<file path="config.mk">
export PLATFORM = sky130hd
export DESIGN_NAME = ctb_ram
export DESIGN_NICKNAME = d
export VERILOG_FILES = /design/src/rtl/ctb_ram.sv
export SDC_FILE = /design/constraint.sdc
export NUM_CORES = 2
export LEC_CHECK = 0
export ABC_AREA = 1
export BUFFER_PORTS_ARGS = -buffer_cell sky130_fd_sc_hd__buf_4
export CAP_MARGIN = 20
export CELL_PAD_IN_SITES_DETAIL_PLACEMENT = 0
export CELL_PAD_IN_SITES_GLOBAL_PLACEMENT = 1
export CORE_ASPECT_RATIO = 1.2
export CORE_UTILIZATION = 52
export CTS_CLUSTER_DIAMETER = 60
export DETAILED_ROUTE_END_ITERATION = 7
export GPL_ROUTABILITY_DRIVEN = 0
export PLACE_DENSITY_LB_ADDON = 0.1
export SLEW_MARGIN = 20
export SYNTH_ARGS = -nofsm -noshare
export SYNTH_HDL_FRONTEND = slang
export SYNTH_SLANG_ARGS = --single-unit
</file>
<file path="constraint.sdc">
create_clock -name clk -period 2.1 [get_ports clk]
set_input_delay 0.105 -clock clk [delete_from_list [all_inputs] [get_ports clk]]
set_output_delay 0.105 -clock clk [all_outputs]
set_load 0.02 [all_outputs]
</file>
<file path="src/rtl/ctb_ram.sv">
module ctb_ram #(
    parameter int WIDTH = 8,
    parameter int DEPTH = 512
) (
    input  logic                     clk,
    input  logic                     wr_en,
    input  logic [$clog2(DEPTH)-1:0] wr_addr,
    input  logic [WIDTH-1:0]         wr_data,
    input  logic                     rd_en,
    input  logic [$clog2(DEPTH)-1:0] rd_addr,
    output logic [WIDTH-1:0]         rd_data
);

    logic [WIDTH-1:0] mem [DEPTH];

    // One write port and one registered read port.
    always_ff @(posedge clk)
    begin
        if (wr_en)
        begin
            mem[wr_addr] <= wr_data;
        end
        if (rd_en)
        begin
            rd_data <= mem[rd_addr];
        end
    end

endmodule

</file>
==> summary by stage <==
Outcome
The flow ran to the end, but the final reports show violations. The final reports fail on setup timing.

GRT
The global-route wire length before repair is 743000 um. Global routing used 31.2% of the available tracks. The via count of the first global-routing pass is 111k. The maximum number of pins on one net before global-route repair is 93. Global routing finished with a remaining overflow of 0. The number of antenna violations at the first check in global routing is 19.

Timing
The actual transition at the worst max-transition pin is roughly 1000 ps. The final worst setup slack is -56.9 ps. Setup violations remaining at the end of the flow were counted as 2. The number of pins exceeding their max-slew limit in the final report is 0. The maximum clock frequency is ~460 MHz.

The worst-case headroom to the max-slew limit is 31.3%. The number of hold violations in the final report is 0. Setup repair after global routing could not meet its margin everywhere. The final critical-path required period is ~2200 ps.

The period utilization is 103%. For the final database, setup skew stands at a little over 50 ps.

Clocking
Clock-pin slew was measured on the worst setup and hold paths at 70 ps. Clock tree synthesis found a total of 4104 sinks. The largest buffer count on any clock path is 4. CTS placed an instance of clkbuf_16 at the clock tree root. The H-tree depth reported by CTS is 5. Clock tree synthesis inserted a total of around 410 buffers. The clock reaches the later pin of the worst-skew pair after 980 ps. The CTS tree is built. The number of setup buffers added after CTS is 0.

Placed design
In this run, placement finished with an instance count of 18.8k. Summing all placed instances gives a cell area of about 180000 um2. Once detailed placement completed, the half-perimeter wirelength came to 329000 um. The total of buffers placed on input and output ports is 36.

Synth
Summed over its instances, the top area cell type makes up 73.9% of the synthesized netlist area. The commonest cells after synthesis are 4160 x nand2_1, 4104 x edfxtp_1, 4080 x nand3_1. The average instance area after synthesis is 12.0 um2. Counting flops and latches in the post-synthesis netlist gives 4104.

The cell area that synthesis handed to floorplanning was roughly 170000 um2. The largest total area in the synthesized netlist belongs to edfxtp_1. Synthesis produced a netlist with a net count of 13.9k. The Yosys step of the flow raised 0 warnings.

The most frequent cell after synthesis is nand2_1. The sequential element share of the synthesized area is 73.9%. The async set or reset register ratio after synthesis is 0%.

The synthesized design contains 4104 enable-type register cells. For this run, the leading register cell type out of synthesis is edfxtp_1. Synthesis handed over a netlist of 13.9k instances. Sorting the synthesized cells by area gives the leading types as edfxtp_1 74%, nand3_1 12%, nand2_1 9.4%, buf_2 1.6%, nor2_1 1.2%.

The distinct cell type count of the synthesized netlist is 15.

Route
The detailed router used layers up to and including met5. The pre-antenna-repair detailed-routing pass consisted of 8 iterations. The routed layout has between 100k and 150k vias. For this block, the routed nets add up to 509000 um of wire. The first routing iteration left approximately 14k violations. Detailed routing placed a total of 245000 um of wire on met2.

The final antenna-violating net count is 0. The number of design rule violations left after detail routing is 0. After detailed routing, the wire length on met1 is 203000 um.

Using the TritonRoute via totals, the vias-per-cell ratio works out to 5.87. Detailed routing placed a total of 40300 um of wire on met3. In the final routed layout, each cell accounts on average for 26.1 um.

Worst setup path
The largest individual stage delay along the critical path comes from the cell edfxtp_1. The worst register-to-register path has a setup slack of 0 ps. Among cell families on the critical path, the largest total delay comes from flip-flops.

The maximum single-stage delay on the critical path is 860 ps. The worst setup path is captured at an output pin. The largest fanout on the critical path is 1. The signal on the critical path passes through buf_6. STA puts the critical path data arrival time at 2050 ps.

The number of buffers and inverters on the critical path is 1. At the worst endpoint, the required time is 2000 ps. The worst setup path is of the reg2out kind. The element type at the critical path start is a flip-flop.

Floorplan
The number of placed I/O pins is 37. From left edge to right edge, the die measures approximately 520 um. The starting density of the core is 52.3%. The overall die area is 323000 um2. The total number of placement rows is roughly 230. From bottom edge to top edge, the die measures about 620 um. The placeable core area is 319000 um2.

Layout
The final layout net count is 15.0k. For this run, the share of the core covered by cells in the final layout is 61.6%. The area growth from synthesis to layout is 17.7%.

The number of cells in the finished layout apart from fillers is just under 20k. The ratio of cells with drive above 1 in the final layout is 14.8%. Once layout is done, the placed cells without fillers occupy 196000 um2.

Power
The worst supply voltage drop on vdd is 0.787 mV. The total leakage power is 0.0710 uW. The ratio of total power to cell area is approximately 880 nW/um2.

Hold path
The class of the most critical hold timing path is in2reg.

Run
The total of max-cap violations is 0.
[path summary, 6_finish.rpt]
| path | from | cells after the start | end |
|---|---|---|---|
| worst min-delay path | wr_en | 5 | mem[430][5]$_DFFE_PP_ |
| worst max register to register | mem[225][6]$_DFFE_PP_ | 11 | rd_data[6]$_DFFE_PP_ |
| worst max-delay path | rd_data[2]$_DFFE_PP_ | 1 | rd_data[2] |
| worst min register to register | mem[436][0]$_DFFE_PP_ | 10 | rd_data[0]$_DFFE_PP_ |
[layer usage]
| layer | global-route usage (%) | up-vias |
|---|---|---|
| met5 | 0 | - |
| met3 | 4.46 | 889 |
| met2 | 50.8 | 5118 |
| li1 | - | 51600 |
| met1 | 42.6 | 56900 |
| met4 | 12.0 | 8 |
[flip-flops by register name, indices dropped and copies added (netlist names)]
register	cells
rd_data	8
mem	4096
[kinds of logic after synthesis]
logic type / Yosys count / share of synthesized area (%)
buffers and inverters: 1022 / 3.33
flip-flops: 4104 / 73.9
AND/OR/NAND/NOR: 8765 / 22.8
[where the power goes]
part	internal, uW	switching, uW
registers	90200	90.7
logic	3820	8680
clock network	40200	30700
[through the flow]
| step | setup slack (ps) | hold WS [ps] | total power, uW | setup TNS, ps |
|---|---|---|---|---|
| floorplan | 404 | 204 | 97600 | 0 |
| global placement | -1090 | 517 | 104000 | -7350 |
| detailed placement | -1030 | 517 | 104000 | -7500 |
| CTS | -111 | 8.45 | 174000 | -166 |
| global route | -49.7 | 101 | 178000 | -104 |
| finish | -56.9 | 92.3 | 174000 | -79.1 |
[cells in the final DEF (no fill, tap or decap), types with 5 or more instances in the layout]
cell | Yosys | layout
clkbuf_1 | 184 | 72
clkinvlp_4 | 0 | 9
buf_4 | 123 | 1292
nand2_4 | 0 | 15
clkinv_8 | 0 | 5
buf_6 | 72 | 5
nand3_2 | 0 | 61
nand2_1 | 4160 | 4145
nand3_4 | 0 | 15
buf_12 | 1 | 307
inv_1 | 34 | 32
clkinv_2 | 0 | 76
inv_16 | 0 | 5
clkinv_1 | 0 | 109
nor3_1 | 11 | 11
edfxtp_1 | 4104 | 4104
buf_8 | 4 | 11
dlygate4sd3_1 | 0 | 14
bufinv_16 | 0 | 35
nand3_1 | 4080 | 4004
inv_6 | 0 | 9
clkbuf_16 | 0 | 414
diode_2 | 0 | 8
nor2_1 | 514 | 513
[cell type report]
| class | count | area [um2] |
|---|---|---|
| timing repair buffer | 1630 | 16200 |
| sequential | 4104 | 123000 |
| multi-input combinational | 8765 | 38600 |
| inverter | 39 | 201 |
| tap | 4236 | 5300 |
| clock buffer | 486 | 10600 |
| clock inverter | 244 | 2120 |
| antenna | 8 | 20.0 |
| fill | 24800 | 123000 |
[repair_timing]
action / CTS / global route
pin swaps: 1 / 5
endpoints found under the setup margin: 10 / 9
endpoints found under the hold margin: 3611 / 0
hold buffers: 14 / 0
resized for setup: 46 / 49
Note: power is estimated with default switching activity, not from simulation.
